## config.mk

```make
export PLATFORM = sky130hd
export DESIGN_NAME = lsc_cell
export DESIGN_NICKNAME = d
export VERILOG_FILES = /design/src/rtl/lsc_pkg.sv /design/src/rtl/lsc_cell.sv
export SDC_FILE = /design/constraint.sdc
export NUM_CORES = 1
export LEC_CHECK = 0
export ABC_CLOCK_PERIOD_IN_PS = 6050
export BUFFER_PORTS_ARGS = -buffer_cell sky130_fd_sc_hd__buf_2
export CAP_MARGIN = 20
export CORE_UTILIZATION = 50
export CTS_BUF_LIST = sky130_fd_sc_hd__clkbuf_4
export CTS_CLUSTER_SIZE = 12
export DETAILED_ROUTE_END_ITERATION = 6
export PLACE_DENSITY = 0.77
export SYNTH_ARGS = -nofsm -noshare
export SYNTH_HDL_FRONTEND = slang
export SYNTH_SLANG_ARGS = --single-unit
```

## constraint.sdc

```tcl
create_clock -name clk -period 6.05 [get_ports clk]
set_input_delay 0 -clock clk [delete_from_list [all_inputs] [get_ports clk]]
set_output_delay 0 -clock clk [all_outputs]
set_load 0.02 [all_outputs]
```

## src/rtl/lsc_pkg.sv

```systemverilog
`timescale 1ns / 1ps
// Shared constants, register codes, arctangent table and stage payload types.
package lsc_pkg;

  localparam int FRAC_BITS        = 12;
  localparam int CORDIC_STEPS_DEF = 14;
  localparam int TBL_LEN          = 24;
  localparam int ANG_FRAC         = 30;

  localparam int FIELD_W    = 16;
  localparam int LIM_W      = 15;
  localparam int CFG_ADDR_W = 3;

  // Gain times error: 17-bit signed by 16-bit signed
  localparam int MUL_W = 2 * FIELD_W + 1;
  localparam int PD_W  = MUL_W + 1 - FRAC_BITS;
  localparam int CRD_W = MUL_W + 1;
  localparam int ANG_W = 32;
  localparam int ZR_W  = ANG_W - (ANG_FRAC - FRAC_BITS);
  localparam int SUM_W = PD_W + 1;

  // Motor level divider: quotient saturates at one, so FRAC_BITS+1 bits suffice
  localparam int QW        = FRAC_BITS + 1;
  localparam int DIV_STEPS = QW;
  localparam int DEN_W     = FIELD_W + 4;
  localparam int NUM_W     = FIELD_W + FRAC_BITS + 3;
  localparam int REM_W     = DEN_W + QW;

  localparam logic [QW-1:0] LEVEL_FULL = QW'(1) << FRAC_BITS;

  // atan(2^-i) with ANG_FRAC fraction bits
  localparam logic [ANG_W-1:0] ATAN_TBL [TBL_LEN] = '{
    32'd843314857, 32'd497837829, 32'd263043837, 32'd133525159, 32'd67021687,
    32'd33543516, 32'd16775851, 32'd8388437, 32'd4194283, 32'd2097149,
    32'd1048575, 32'd524288, 32'd262144, 32'd131072, 32'd65536, 32'd32768,
    32'd16384, 32'd8192, 32'd4096, 32'd2048, 32'd1024, 32'd512, 32'd256, 32'd128
  };

  typedef enum logic [CFG_ADDR_W-1:0] {
    REG_PROP_GAIN    = 3'd0,
    REG_HEADING_GAIN = 3'd1,
    REG_WHEEL_BASE   = 3'd2,
    REG_STEER_LIMIT  = 3'd3,
    REG_SPEED_TARGET = 3'd4,
    REG_SPEED_FULL   = 3'd5
  } lsc_reg_t;

  typedef struct packed {
    logic [FIELD_W-1:0] prop_gain;
    logic [FIELD_W-1:0] heading_gain;
    logic [FIELD_W-1:0] wheel_base;
    logic [LIM_W-1:0]   steer_limit;
    logic [FIELD_W-1:0] speed_target;
    logic [FIELD_W-1:0] speed_full;
  } lsc_cfg_t;

  localparam lsc_cfg_t CFG_RST = '{
    prop_gain:    16'd4096,
    heading_gain: 16'd410,
    wheel_base:   16'd1057,
    steer_limit:  15'd2130,
    speed_target: 16'd2048,
    speed_full:   16'd8192
  };

  // Products and divider operands after the first stage
  typedef struct packed {
    logic signed [MUL_W-1:0] p_lat;
    logic signed [MUL_W-1:0] p_head;
    logic signed [MUL_W-1:0] p_ff;
    logic [NUM_W-1:0]        num;
    logic [DEN_W-1:0]        den;
  } lsc_mul_t;

  // Word carried along the cell chain
  typedef struct packed {
    logic signed [CRD_W-1:0] x;
    logic signed [CRD_W-1:0] y;
    logic signed [ANG_W-1:0] z;
    logic                    neg;
    logic                    zero;
    logic signed [PD_W-1:0]  pd;
    logic [REM_W-1:0]        rem;
    logic [QW-1:0]           quo;
    logic [DEN_W-1:0]        den;
    logic                    ovf;
  } lsc_cell_t;

  typedef struct packed {
    logic signed [SUM_W-1:0] ang;
    logic [QW-1:0]           level;
  } lsc_fin_t;

endpackage

```

## src/rtl/lsc_cell.sv

```systemverilog
`timescale 1ns / 1ps
// Chain cell: one vectoring rotation step and one restoring division step, each enabled by its parameter.
module lsc_cell import lsc_pkg::*; #(
  parameter int STEP   = 0,
  parameter bit DO_ROT = 1'b1,
  parameter bit DO_DIV = 1'b1
) (
  input  logic      clk,
  input  logic      rst_n,
  input  logic      in_v,
  output logic      in_rdy,
  input  lsc_cell_t in_d,
  output logic      out_v,
  input  logic      out_rdy,
  output lsc_cell_t out_d
);

  localparam int TIDX = (STEP < TBL_LEN) ? STEP : 0;
  localparam int DBIT = (DO_DIV && STEP < DIV_STEPS) ? DIV_STEPS - 1 - STEP : 0;
  localparam logic signed [ANG_W-1:0] ATAN_C = ATAN_TBL[TIDX];

  logic                    v_r, v_nxt;
  lsc_cell_t               d_r, d_nxt;
  logic signed [CRD_W-1:0] xs, ys;
  logic [REM_W-1:0]        trial;

  assign in_rdy = !v_r || out_rdy;
  assign out_v  = v_r;
  assign out_d  = d_r;

  always_comb begin
    d_nxt = in_d;
    xs    = $signed(in_d.x) >>> STEP;
    ys    = $signed(in_d.y) >>> STEP;
    trial = REM_W'(in_d.den) << DBIT;
    if (DO_ROT) begin
      // drive y towards zero, accumulate the angle turned
      if (!in_d.y[CRD_W-1]) begin
        d_nxt.x = in_d.x + ys;
        d_nxt.y = in_d.y - xs;
        d_nxt.z = in_d.z + ATAN_C;
      end else begin
        d_nxt.x = in_d.x - ys;
        d_nxt.y = in_d.y + xs;
        d_nxt.z = in_d.z - ATAN_C;
      end
    end
    if (DO_DIV && in_d.rem >= trial) begin
      d_nxt.rem       = in_d.rem - trial;
      d_nxt.quo[DBIT] = 1'b1;
    end
    v_nxt = in_rdy ? in_v : v_r;
  end

  always_ff @(posedge clk) begin
    if (!rst_n) begin
      v_r <= 1'b0;
    end else begin
      v_r <= v_nxt;
    end
  end

  always_ff @(posedge clk) begin
    if (in_rdy && in_v) begin
      d_r <= d_nxt;
    end
  end

`ifndef SYNTHESIS
  a_cell_hold: assert property (@(posedge clk) disable iff (!rst_n)
    v_r && !out_rdy |=> v_r && $stable(d_r))
    else $error("cell word changed while held");

  a_rem_bound: assert property (@(posedge clk) disable iff (!rst_n)
    v_r && !d_r.ovf |-> d_r.rem < (REM_W'(d_r.den) << DBIT))
    else $error("division remainder out of range");
`endif

endmodule

```

==> flow_summary.ini <==
[run_status]
status = finished, final reports clean

[clocking]
hold_buffers = 139
ctsResizeCount = 0
cts_buffer_depth = 2
cts_sinks = 191
htreeDepth = 4
cts_setup_buffers = 0
clockRootBuffer = clkbuf_4
cts_buffers = 17
insertion_delay_ps = 600
cts_tree = done
clk_pin_slew_worst_paths_ps = 160

[critical_path]
end_kind = register
path_cells = dlygate4sd3_1 > buf_2 > inv_1 > ha_1 > nor2b_1 > o31a_1 > o31ai_1 > a2111oi_0 > o21ai_0 > o21ai_0 > a41oi_1 > nand4_2 > or2_2
crit_path_top_delay_cell = nand4_2
critPathKind = input port to register
cpPeakStageDelay_ps = 740
required_ps = 6370
path_common_cell = o21ai_0
critPathLaunchType = input port
cp_max_fo = 34
crit_arrival_ps = 4110

[power]
power_density_nw_per_um2 = 216
leakage_nw = 8.12
p_sw_mw = 1.47
intPower_mw = 2.42
ir_drop_mv = 0.141
pwr-share-clk = 0.184
pwr-share-comb = 0.380
power_mw = 3.88
power_frac_seq = 0.436
swShare = 0.378

[floorplan]
io_pins = 388
core_um2 = 27300
start_util = 0.515
die_area_um2 = 28800
die_w_um = 170
fp.dieH_um = 170
num_rows = 60

[routing]
drc = 0
via_per_inst = 5.72
avgRoutedWirePerCell_um = 19.2
firstDrtPassIters = 6
vias = 13351
ant_nets = 0
drtIter0Drc = 1394
drt_wl_total_mm = 44.9

[sta]
setup-tns-final_ps = 0
max_freq_mhz = 264
fin_crit_ps = 3790
hold_viol = 0
drv_slew = 0
tightest_slew_ps = 1040
finalClockSkew_ps = 40.7
rsz0062_at_grt = false
fin_crit_sh = 0.626
setup_violations = 0
max_slew_margin = 0.306

[yosys]
synth_top_family_by_area = compound AO/OA/AOI/OAI gates
synthSimpleGateAreaFrac = 0.112
async_flop_share = 0
synth_nets = 1796
syn_avg_cell_area_um2 = 9.71
synth-xor-area-share = 0.0649
seq_area_frac_synth = 0.408
synth_mux_area_frac = 0.0185
synth_compound_area_frac = 0.204
synth_fa_ha_area_frac = 0.141
ys_ff_latch = 191
synth_flop_cell = edfxtp_1
synthCells = 1446
syn_area_um2 = 14000
synth_warnings = 0
synth_cell_types = 68
synth_edf_count = 190

[cells_and_area]
fin_nets = 2295
layoutNonFillerInstCount = 2336
area_growth_syn_to_layout_pct = 28.1
drive_gt1_frac = 0.227
post-route-util = 0.660

[place]
place.gp.congestion = 0.999
io_buffers = 387
place_inst = 2159
hpwl_mm = 32.7

[min_path]
worstHoldPathType = input port to register

[global_route]
grt_pass1_vias = 12738
antenna_found_initial = 6
grt.total_usage = 0.302
grt_max_degree = 117
grt_pass1_wl_mm = 67.8
gr-total-overflow = 0

[run]
cap_violations = 0
==> stage by stage <==
step	worst slack [ps]	cell area, um^2	hold slack (ps)
after CTS	2460	18000	3.38
after detailed placement	2360	16300	178
after global routing	2050	18000	26.3
after global placement	2450	16300	177
after floorplan	492	14000	98.9
final	2260	18000	55.5
==> routing by layer <==
layer / global-route usage / vias to the layer above / routed length (um) / share of wire
li1: - / 6261 / - / -
met1: 0.377 / 6257 / 18100 / 0.40
met2: 0.494 / 696 / 20700 / 0.46
met3: 0.0569 / 137 / 3650 / 0.081
met4: 0.168 / 0 / 2410 / 0.054
met5: 0 / - / 0 / 0
==> worst max-delay path, delay by kind of cell <==
family / cells / cell delay (ps)
compound gates: 6 / 1600
buf+inv: 3 / 730
simple gates: 3 / 1490
fa+ha+maj: 1 / 310
==> worst paths after layout <==
path	from	to	slack, ps	cells past startpoint
hold reg to reg	out_v	out_v	1140	3
setup / recovery	in_d[2]	out_d[33]	2260	13
setup reg to reg	out_v	out_d[158]	3720	3
hold / removal	in_d[113]	out_d[113]	60	4
==> state kept, by name, indices dropped and copies added (netlist names) <==
signal and cells:
out_d 190, out_v 1
==> power groups by stage <==
stage | sequential (mW) | combinational [mW] | clock (mW)
2_1_floorplan | 1.91 | 0.726 | 0
3_3_place_gp | 1.72 | 1.33 | 0
3_5_place_dp | 1.72 | 1.34 | 0
4_1_cts | 1.69 | 1.44 | 0.727
5_1_grt | 1.70 | 1.58 | 0.772
6_report | 1.69 | 1.47 | 0.714
==> layout by cell type (no fill, tap or decap), types with 5 or more instances in the layout <==
cell | netlist | layout
o211ai_1 | 7 | 7
nand2_1 | 65 | 65
a31oi_1 | 13 | 13
and2_1 | 6 | 5
edfxtp_1 | 190 | 190
nor2_1 | 122 | 122
nand3_1 | 12 | 12
mux2_2 | 8 | 8
mux2i_1 | 17 | 17
dlygate4sd3_1 | 0 | 139
or3_1 | 7 | 7
a21oi_1 | 160 | 160
nor4_1 | 9 | 9
inv_1 | 137 | 137
a21o_1 | 47 | 47
clkinv_8 | 0 | 6
nor2b_1 | 25 | 25
a311oi_1 | 5 | 5
o21ai_0 | 79 | 79
a211oi_1 | 16 | 16
fa_1 | 5 | 5
clkbuf_4 | 0 | 17
or2_2 | 7 | 7
a21boi_0 | 8 | 8
nand4_1 | 11 | 11
diode_2 | 0 | 7
buf_2 | 9 | 387
o31a_1 | 5 | 5
ha_1 | 150 | 150
o21bai_1 | 14 | 14
and3_1 | 7 | 7
o21a_1 | 16 | 16
nor3_1 | 32 | 32
o41ai_1 | 7 | 7
o31ai_1 | 27 | 27
xor2_1 | 25 | 25
xnor2_1 | 79 | 79
nand2b_1 | 20 | 20
a2111oi_0 | 9 | 9
==> cells in the mapped netlist (13+ instances only) <==
| cell type | count | area, um^2 |
|---|---|---|
| edfxtp_1 | 190 | 5710 |
| a21oi_1 | 160 | 801 |
| ha_1 | 150 | 1880 |
| inv_1 | 137 | 514 |
| nor2_1 | 122 | 458 |
| o21ai_0 | 79 | 395 |
| xnor2_1 | 79 | 692 |
| nand2_1 | 65 | 244 |
| a21o_1 | 47 | 353 |
| nor3_1 | 32 | 160 |
| clkbuf_1 | 28 | 105 |
| o31ai_1 | 27 | 203 |
| nor2b_1 | 25 | 156 |
| xor2_1 | 25 | 219 |
| nand2b_1 | 20 | 125 |
| mux2i_1 | 17 | 170 |
| a211oi_1 | 16 | 120 |
| o21a_1 | 16 | 120 |
| o21bai_1 | 14 | 105 |
| a31oi_1 | 13 | 81.3 |
==> cells by family after synthesis <==
kind of cell             after synthesis
AND/OR/NAND/NOR                      331
adder cells (fa/ha/maj)              155
AO/OA/AOI/OAI                        452
buffers and inverters                188
multiplexers                          25
XOR/XNOR                             104
flip-flops                           191
==> final cells by class <==
cell class              instances  area, um^2
clock buffers                  17         128
diodes                          7        17.5
repair buffers                529        3360
well taps                     372         465
clock inverters                14         173
multi-input cells            1067        7590
flip-flops and latches        191        5730
fillers                      2132        9270
inverters                     139         522
(Power assumes the default switching activity.)
