==> src/rtl/lsc_pkg.sv <==
`timescale 1ns / 1ps
// Shared constants, register codes, arctangent table and stage payload types.
package lsc_pkg;

  localparam int FRAC_BITS        = 12;
  localparam int CORDIC_STEPS_DEF = 14;
  localparam int TBL_LEN          = 24;
  localparam int ANG_FRAC         = 30;

  localparam int FIELD_W    = 16;
  localparam int LIM_W      = 15;
  localparam int CFG_ADDR_W = 3;

  // Gain times error: 17-bit signed by 16-bit signed
  localparam int MUL_W = 2 * FIELD_W + 1;
  localparam int PD_W  = MUL_W + 1 - FRAC_BITS;
  localparam int CRD_W = MUL_W + 1;
  localparam int ANG_W = 32;
  localparam int ZR_W  = ANG_W - (ANG_FRAC - FRAC_BITS);
  localparam int SUM_W = PD_W + 1;

  // Motor level divider: quotient saturates at one, so FRAC_BITS+1 bits suffice
  localparam int QW        = FRAC_BITS + 1;
  localparam int DIV_STEPS = QW;
  localparam int DEN_W     = FIELD_W + 4;
  localparam int NUM_W     = FIELD_W + FRAC_BITS + 3;
  localparam int REM_W     = DEN_W + QW;

  localparam logic [QW-1:0] LEVEL_FULL = QW'(1) << FRAC_BITS;

  // atan(2^-i) with ANG_FRAC fraction bits
  localparam logic [ANG_W-1:0] ATAN_TBL [TBL_LEN] = '{
    32'd843314857, 32'd497837829, 32'd263043837, 32'd133525159, 32'd67021687,
    32'd33543516, 32'd16775851, 32'd8388437, 32'd4194283, 32'd2097149,
    32'd1048575, 32'd524288, 32'd262144, 32'd131072, 32'd65536, 32'd32768,
    32'd16384, 32'd8192, 32'd4096, 32'd2048, 32'd1024, 32'd512, 32'd256, 32'd128
  };

  typedef enum logic [CFG_ADDR_W-1:0] {
    REG_PROP_GAIN    = 3'd0,
    REG_HEADING_GAIN = 3'd1,
    REG_WHEEL_BASE   = 3'd2,
    REG_STEER_LIMIT  = 3'd3,
    REG_SPEED_TARGET = 3'd4,
    REG_SPEED_FULL   = 3'd5
  } lsc_reg_t;

  typedef struct packed {
    logic [FIELD_W-1:0] prop_gain;
    logic [FIELD_W-1:0] heading_gain;
    logic [FIELD_W-1:0] wheel_base;
    logic [LIM_W-1:0]   steer_limit;
    logic [FIELD_W-1:0] speed_target;
    logic [FIELD_W-1:0] speed_full;
  } lsc_cfg_t;

  localparam lsc_cfg_t CFG_RST = '{
    prop_gain:    16'd4096,
    heading_gain: 16'd410,
    wheel_base:   16'd1057,
    steer_limit:  15'd2130,
    speed_target: 16'd2048,
    speed_full:   16'd8192
  };

  // Products and divider operands after the first stage
  typedef struct packed {
    logic signed [MUL_W-1:0] p_lat;
    logic signed [MUL_W-1:0] p_head;
    logic signed [MUL_W-1:0] p_ff;
    logic [NUM_W-1:0]        num;
    logic [DEN_W-1:0]        den;
  } lsc_mul_t;

  // Word carried along the cell chain
  typedef struct packed {
    logic signed [CRD_W-1:0] x;
    logic signed [CRD_W-1:0] y;
    logic signed [ANG_W-1:0] z;
    logic                    neg;
    logic                    zero;
    logic signed [PD_W-1:0]  pd;
    logic [REM_W-1:0]        rem;
    logic [QW-1:0]           quo;
    logic [DEN_W-1:0]        den;
    logic                    ovf;
  } lsc_cell_t;

  typedef struct packed {
    logic signed [SUM_W-1:0] ang;
    logic [QW-1:0]           level;
  } lsc_fin_t;

endpackage

==> src/rtl/lsc_back.sv <==
`timescale 1ns / 1ps
// Back stages: round the angle, add PD term, saturate level, clamp and output register.
module lsc_back import lsc_pkg::*; (
  input  logic                      clk,
  input  logic                      rst_n,
  input  logic [LIM_W-1:0]          steer_limit,
  input  logic                      in_v,
  output logic                      in_rdy,
  input  lsc_cell_t                 in_d,
  output logic                      out_valid,
  input  logic                      out_stall,
  output logic signed [FIELD_W-1:0] out_steer_angle,
  output logic [QW-1:0]             out_drive_level,
  output logic                      out_steer_limited
);

  localparam int ZSH = ANG_FRAC - FRAC_BITS;

  logic     c_v_r, c_v_nxt, c_rdy;
  lsc_fin_t c_r, c_nxt;
  logic     o_rdy;

  logic                      out_valid_r, out_valid_nxt;
  logic signed [FIELD_W-1:0] angle_r, angle_nxt;
  logic [QW-1:0]             level_r, level_nxt;
  logic                      limited_r, limited_nxt;

  logic signed [ANG_W-1:0] zsum;
  logic signed [ZR_W-1:0]  zr;
  logic signed [ZR_W:0]    ff;
  logic signed [SUM_W-1:0] lim;

  assign c_rdy  = !c_v_r || o_rdy;
  assign o_rdy  = !out_valid_r || !out_stall;
  assign in_rdy = c_rdy;

  assign out_valid         = out_valid_r;
  assign out_steer_angle   = angle_r;
  assign out_drive_level   = level_r;
  assign out_steer_limited = limited_r;

  always_comb begin
    zsum = in_d.z + (ANG_W'(1) << (ZSH - 1));
    zr   = ZR_W'(zsum >>> ZSH);
    if (in_d.zero) begin
      ff = '0;
    end else if (in_d.neg) begin
      ff = -(ZR_W+1)'(zr);
    end else begin
      ff = (ZR_W+1)'(zr);
    end
    c_nxt.ang = SUM_W'(in_d.pd) + SUM_W'(ff);
    if (in_d.ovf || in_d.quo > LEVEL_FULL) begin
      c_nxt.level = LEVEL_FULL;
    end else begin
      c_nxt.level = in_d.quo;
    end
    c_v_nxt = c_rdy ? in_v : c_v_r;
  end

  // Clamp to the steering limit, flag only when strictly beyond it
  always_comb begin
    lim = SUM_W'($signed({1'b0, steer_limit}));
    priority if (c_r.ang > lim) begin
      angle_nxt   = FIELD_W'(lim);
      limited_nxt = 1'b1;
    end else if (c_r.ang < -lim) begin
      angle_nxt   = FIELD_W'(-lim);
      limited_nxt = 1'b1;
    end else begin
      angle_nxt   = FIELD_W'(c_r.ang);
      limited_nxt = 1'b0;
    end
    level_nxt     = c_r.level;
    out_valid_nxt = o_rdy ? c_v_r : out_valid_r;
  end

  always_ff @(posedge clk) begin
    if (!rst_n) begin
      c_v_r       <= 1'b0;
      out_valid_r <= 1'b0;
    end else begin
      c_v_r       <= c_v_nxt;
      out_valid_r <= out_valid_nxt;
    end
  end

  always_ff @(posedge clk) begin
    if (c_rdy && in_v) begin
      c_r <= c_nxt;
    end
    if (o_rdy && c_v_r) begin
      angle_r   <= angle_nxt;
      level_r   <= level_nxt;
      limited_r <= limited_nxt;
    end
  end

endmodule

==> config.mk <==
export PLATFORM = sky130hd
export DESIGN_NAME = lsc_back
export DESIGN_NICKNAME = d
export VERILOG_FILES = /design/src/rtl/lsc_pkg.sv /design/src/rtl/lsc_back.sv
export SDC_FILE = /design/constraint.sdc
export NUM_CORES = 1
export LEC_CHECK = 0
export BUFFER_PORTS_ARGS = -buffer_cell sky130_fd_sc_hd__buf_2
export CAP_MARGIN = 20
export CORE_MARGIN = 1
export CORE_UTILIZATION = 53
export DETAILED_ROUTE_END_ITERATION = 8
export MAX_ROUTING_LAYER = met4
export PLACE_DENSITY = 0.87
export SYNTH_ARGS = -nofsm -noshare
export SYNTH_HDL_FRONTEND = slang
export SYNTH_SLANG_ARGS = --single-unit
==> constraint.sdc <==
create_clock -name clk -period 9.2 [get_ports clk]
set_input_delay 0.46 -clock clk [delete_from_list [all_inputs] [get_ports clk]]
set_output_delay 0.46 -clock clk [all_outputs]
set_load 0.005 [all_outputs]
==> results.md, run 1 <==
* Status: finished, final reports clean
* Startpoint Class: primary input
* Core Rows at 37
* Via/cell ratio at roughly 5.8
* Power Density at 141 nW/um^2
* Synthesized Nets at 869
* Vias at between 4000 and 5000
* Period utilization at roughly half
* Clk sink count at between 60 and 70
* DRT iter0 DRCs at 269
* Die Width at 106 um
* CTS tree: built
* Most common cell after layout, fill and taps aside: buf_2
* Seq/Total Area, Yosys at 35.3%
* GP Congestion at approximately 0.9
* Die Y at roughly 110 um
* HP Class: in2reg
* Antenna violations before repair at 0
* Worst Setup End Kind: flop
* Layout cells sized above 1 at between 20% and 30%
* Vias in the first global route at 4583
* Post-synth EDFFs at 66
* Post-CTS sizing at 0
* DP HPWL at between 9 and 10 mm
* Post-synthesis register bit count at 68
* Critical Path RT at 9280 ps
* Fin. Hold Viols at 0
* Util after Layout at 63.3%
* DRC viols at 0
* Largest net degree at the start of global routing at 39
* Max-slew violations at 0
* IO Pins at about 240
* Port buffer count at 103
* Pre-CTS setup slack at about 4400 ps
* Netlist cell types at between 60 and 70
* Met2 WL at 5.97 mm
* Initial Utilization at 55.0%
* Top_reg_cell synth: edfxtp_1
* # Max-Cap Violations at 0
* DIE AREA at 11200 um^2
* Routed length on met3 at 700 um
* Fmax at around 230 MHz
* Nets at 966
* Drt wl/cell at around 15 um
* Max VDD drop at 0.0817 mV
* Largest area contributor in the netlist: edfxtp_1
* Netlist area before placement at 5730 um^2
* TritonCTS Buffers at 9
* Share of the synthesized area in the top cell type at 34.6%
* Worst slew pin tran at around 850 ps
* Warnings from Yosys at 0
* Setup TNS at 0 ps
* Max layer used: met4
* Ys async rst share at 0%
* Slew HR at 41.9%
* Core Region at 10400 um^2
* Max stage delay on crit path at about 450 ps
* Aggregate global-route resource usage at between 20% and 30%
* Clk_skew at ~11 ps
* P&R area growth vs syn at 15.0%
* First-pass GRT wire length at just over 20 mm
* Clock transition at path regs at 70 ps
* Synth top area cells: edfxtp_1 (35%), ha_1 (14%), xnor2_1 (5.7%)
* Total Wirelength at 12.4 mm
* First-pass DRT Iterations at 5
* Synthesized instance count at 596
* Final hold slack at approximately 350 ps
* Clock Latency Late Sink at ~350 ps
* Min Tclk post-route at 4440 ps
* WP data arrival at 4530 ps
* Clock tree root buffer cell: clkbuf_8
* Setup Fix Bufs, Post-CTS at 0
* Setup Viol. Count Final at 0
* Max stage delay cell, worst path: a2111oi_4
* Overflow after GRT at 0
* Mapped Avg Cell Area at 9.61 um^2
* CTS Buffer Depth at 2
* Static Leakage at roughly 0.0028 uW
* Antenna diodes at 0
* WS Path Type: in2reg
* Post-route ant nets at 0
* Worst Setup Slack, final at 4760 ps
* Most frequent cells in the layout: buf_2 (103), edfxtp_1 (66), ha_1 (62)
* Crit path cell chain: buf_2 -> ha_1 -> nand4_1 -> nor2_1 -> nand3_1 -> a2111oi_4 -> nand3_1 -> o21ai_1 -> mux2_2 -> ha_1 -> and2_1 -> nand2_1 -> or3_1 -> a211oi_1 -> nor3b_1 -> o31ai_1 -> xor2_1
* H-Tree Depth at 3
* Post-Layout Cell Count at 834
* RSZ-0062 raised after global routing: no
* Crit path max fanout at 6
* Placed Cells incl. Taps at 818
* Met1 wire length at 5.47 mm
* Hold_buf cts at 0
-- through the flow --
step,cell area [um^2],total power [uW]
detailed placement,6370,659
global route,6590,979
floorplan,5730,583
global placement,6370,644
finish,6590,930
CTS,6590,931
-- synthesized netlist by cell type (10+ instances only) --
master and instances:
a21o_1 16, a21oi_1 33, and2_1 16, edfxtp_1 66
ha_1 62, inv_1 33, nand2_1 25, nand3_1 23
nor2_1 53, nor3_1 14, nor4_1 10, o21ai_0 25
xnor2_1 37, xor2_1 18
-- state kept, by name, indices dropped and copies added (netlist names) --
signal             count
out_drive_level       13
c_v_r                  1
out_valid              1
c_r                   23
level_nxt             13
out_steer_limited      1
out_steer_angle       16
-- power breakdown --
group	internal, uW	leakage (uW)	total, uW	switching [uW]
registers	379	0.000654	397	17.9
clock network	154	0.000110	273	118
logic	115	0.00206	261	146
-- layout make-up --
cell class / instances / area, um^2
sequential: 68 / 2020
multi-input combinational: 474 / 3510
inverter: 33 / 124
fill: 824 / 3820
timing repair buffer: 107 / 546
clock inverter: 7 / 98.8
tap: 136 / 170
clock buffer: 9 / 124
-- critical path: cells and delay by family --
kind	cells	cell delay, ps
buffers and inverters	1	120
adder cells (fa/ha/maj)	2	590
multiplexers	1	360
AND/OR/NAND/NOR	8	1630
AO/OA/AOI/OAI	4	1260
XOR/XNOR	1	110
-- cells by family (layout without fill, tap and decap cells) --
family	count (synthesis)	in the layout	synth area share, %
AO/OA/AOI/OAI	142	142	17.1
buffers and inverters	54	156	4.00
adder cells (fa/ha/maj)	63	63	13.9
multiplexers	9	9	1.62
AND/OR/NAND/NOR	205	205	19.7
flip-flops	68	68	35.3
XOR/XNOR	55	55	8.41
-- path summary, 6_finish.rpt --
path,from,end,slack (ps),depth (start not counted)
worst max register to register,c_r[25],out_steer_angle[0],6250,8
worst min-delay path,rst_n,out_valid,350,2
worst min register to register,level_nxt[7],out_drive_level[7],420,0
worst max-delay path,in_d[108],c_r[34],4760,17
-- per-layer routing --
metal	GRT usage [%]	vias to the layer above
met3	2.58	26
met2	38.7	172
met1	28.6	2224
met5	-	-
met4	8.73	0
li1	-	2435
(Power assumes the default switching activity.)
==> inputs of run 2 (changes only) <==
--- a/config.mk
+++ b/config.mk
@@ -8,10 +8,10 @@
 export BUFFER_PORTS_ARGS = -buffer_cell sky130_fd_sc_hd__buf_2
 export CAP_MARGIN = 20
 export CORE_MARGIN = 1
-export CORE_UTILIZATION = 53
+export CORE_UTILIZATION = 49
 export DETAILED_ROUTE_END_ITERATION = 8
 export MAX_ROUTING_LAYER = met4
-export PLACE_DENSITY = 0.87
+export PLACE_DENSITY = 0.82
 export SYNTH_ARGS = -nofsm -noshare
 export SYNTH_HDL_FRONTEND = slang
 export SYNTH_SLANG_ARGS = --single-unit
==> constraint.sdc (replaced) <==
create_clock -name clk -period 4.4 [get_ports clk]
set_input_delay 0.22 -clock clk [delete_from_list [all_inputs] [get_ports clk]]
set_output_delay 0.22 -clock clk [all_outputs]
set_load 0.005 [all_outputs]
==> run 2 against run 1 <==
Largest power group unchanged. Final cell count rose by 1.9%. Sequential power rose by 110%. Critical path type unchanged. Combinational power rose by 110%. Via count rose by 1.9%. Register-to-register slack got worse by 5300 ps. Setup slack got worse by 4300 ps. Critical path depth did not move.
==> results.md, run 2 (same netlist as run 1, synthesis figures left out) <==
* Post-route ant nets at 0
* Initial Utilization at 50.2%
* CTS Buffer Depth at 2
* Clk sink count at 68
* Worst Setup End Kind: flop
* Cell Int Power at 1550 uW
* TritonCTS Buffers at 9
* Min Tclk post-route at 3970 ps
* Global route hottest layer: met2
* Setup TNS at 0 ps
* Vias at about 4900
* Total Wirelength at 13.2 mm
* Aggregate global-route resource usage at between 20% and 30%
* Post-CTS sizing at 0
* Static Leakage at 0.00294 uW
* Core Region at 11400 um^2
* Layout cells sized above 1 at 21.9%
* H-Tree Depth at 3
* Max VDD drop at 0.232 mV
* Hold_buf cts at 0
* Critical Path RT at 4470 ps
* GP Congestion at 0.917
* Max FFs per register at 23
* Grt met2 use at 39.0%
* IO Pins at 242
* Clock tree root buffer cell: clkbuf_16
* Antenna violations before repair at 0
* Largest net degree at the start of global routing at 37
* Clk_skew at approximately 8 ps
* Global routing usage on met3 at between 4 and 5%
* DP HPWL at 10.5 mm
* Core Rows at 39
* Drt wl/cell at between 15 and 20 um
* Nets at 975
* DRT iter0 DRCs at 308
* Fill cells at 911
* First-pass GRT wire length at 20.8 mm
* HP Class: in2reg
* Max-slew violations at 0
* Setup Viol. Count Final at 0
* Sequential share of power at 38.4%
* Fmax at about 250 MHz
* Clock transition at path regs at approximately 60 ps
* Power Density at approximately 320 nW/um^2
* Final Cell Area at 6790 um^2
* Clk pwr share at a little over a third
* DIE AREA at 12100 um^2
* Die Y at roughly 110 um
* # Max-Cap Violations at 0
* Crit path max fanout at 6
* CTS tree: built
* Status: finished, final reports clean
* Setup Fix Bufs, Post-CTS at 0
* Slew HR at 52.9%
* First-pass DRT Iterations at 5
* Via/cell ratio at 5.82
* Met1 usage at 26.6%
* Antenna diodes at 0
* Startpoint Class: primary input
* RSZ-0062 raised after global routing: no
* Overflow after GRT at 0
* Register with the most flip-flops: c_r
* P&R area growth vs syn at 18.5%
* Util after Layout at 59.5%
* WS Path Type: in2reg
* Worst slew pin tran at 707 ps
* Logic pwr share at 25.9%
* Multi-input logic area at between 3000 and 4000 um^2
* Port buffer count at 103
* Fin. Hold Viols at 0
* DRC viols at 0
* WP data arrival at between 4000 and 5000 ps
* Clock Latency Late Sink at 340 ps
* Psw at 610 uW
* Die Width at 110 um
* Most common cell after layout, fill and taps aside: buf_2
* Sw Ratio at 28.2%
* Placed instance area at 6450 um^2
* Period utilization at 90.1%
* Vias in the first global route at about 4600
* Most frequent cells in the layout: buf_2 (103), edfxtp_1 (66), ha_1 (62)
* Sequential cell area at 2020 um^2
[run 2: cell count changes in the layout (fill, tap and decap cells not counted), sizes merged]
cell / change
buf: +8
clkinv: +2
inv: -2
clkbuf: +1
clkinvlp: -1
dlymetal6s2s: +1
[run 2: final cells by class]
type,count,share of cell area (%)
Inverter,33,1.82
Clock buffer,10,3.52
Sequential cell,68,29.8
Multi-Input combinational cell,474,51.7
Clock inverter,6,1.29
Tap cell,143,2.64
Timing Repair Buffer,116,9.29
[run 2: metrics by stage]
step / cells / setup slack, ps / hold slack (ps) / power, uW
after floorplan: 596 / 538 / 348 / 1220
after global placement: 833 / 193 / 403 / 1360
after detailed placement: 833 / 66.2 / 405 / 1390
after CTS: 849 / 439 / 115 / 2170
after global routing: 850 / 150 / 137 / 2280
final: 850 / 434 / 116 / 2160
[run 2: worst paths after layout]
kind	endpoint	start	cells after the start	slack [ps]
max reg2reg	out_steer_angle[11]	c_r[35]	8	980
min reg2reg	out_drive_level[6]	level_nxt[6]	0	420
min	out_valid	rst_n	2	120
max	c_r[34]	in_d[109]	17	430
[run 2: power groups by stage]
| stage | clock [uW] | sequential (uW) | combinational (uW) |
|---|---|---|---|
| floorplan | 0 | 832 | 386 |
| global placement | 0 | 839 | 525 |
| detailed placement | 0 | 843 | 551 |
| CTS | 783 | 830 | 555 |
| global route | 815 | 836 | 625 |
| finish | 772 | 830 | 560 |
[run 2: routing by layer]
metal  part of all wire [%]  routed length [um]  vias to the layer above
met5                      0                   0                        -
met4                    1.5                 200                        0
met3                    5.6                 734                       19
met2                     50                6580                      164
met1                     43                5660                     2310
li1                       -                   -                     2454
[run 2: critical path, cell delays in order]
cell and delay [ps]:
buf_2 120, ha_1 260, nand4_1 210, nor3_2 260, and4_1 280, xor2_1 130
o41ai_2 430, xnor2_1 160, nor2_1 50, ha_1 360, and2_1 230, nand2_1 120
or3_1 410, a211oi_1 290, nor3b_1 130, o31ai_1 260, xor2_1 110
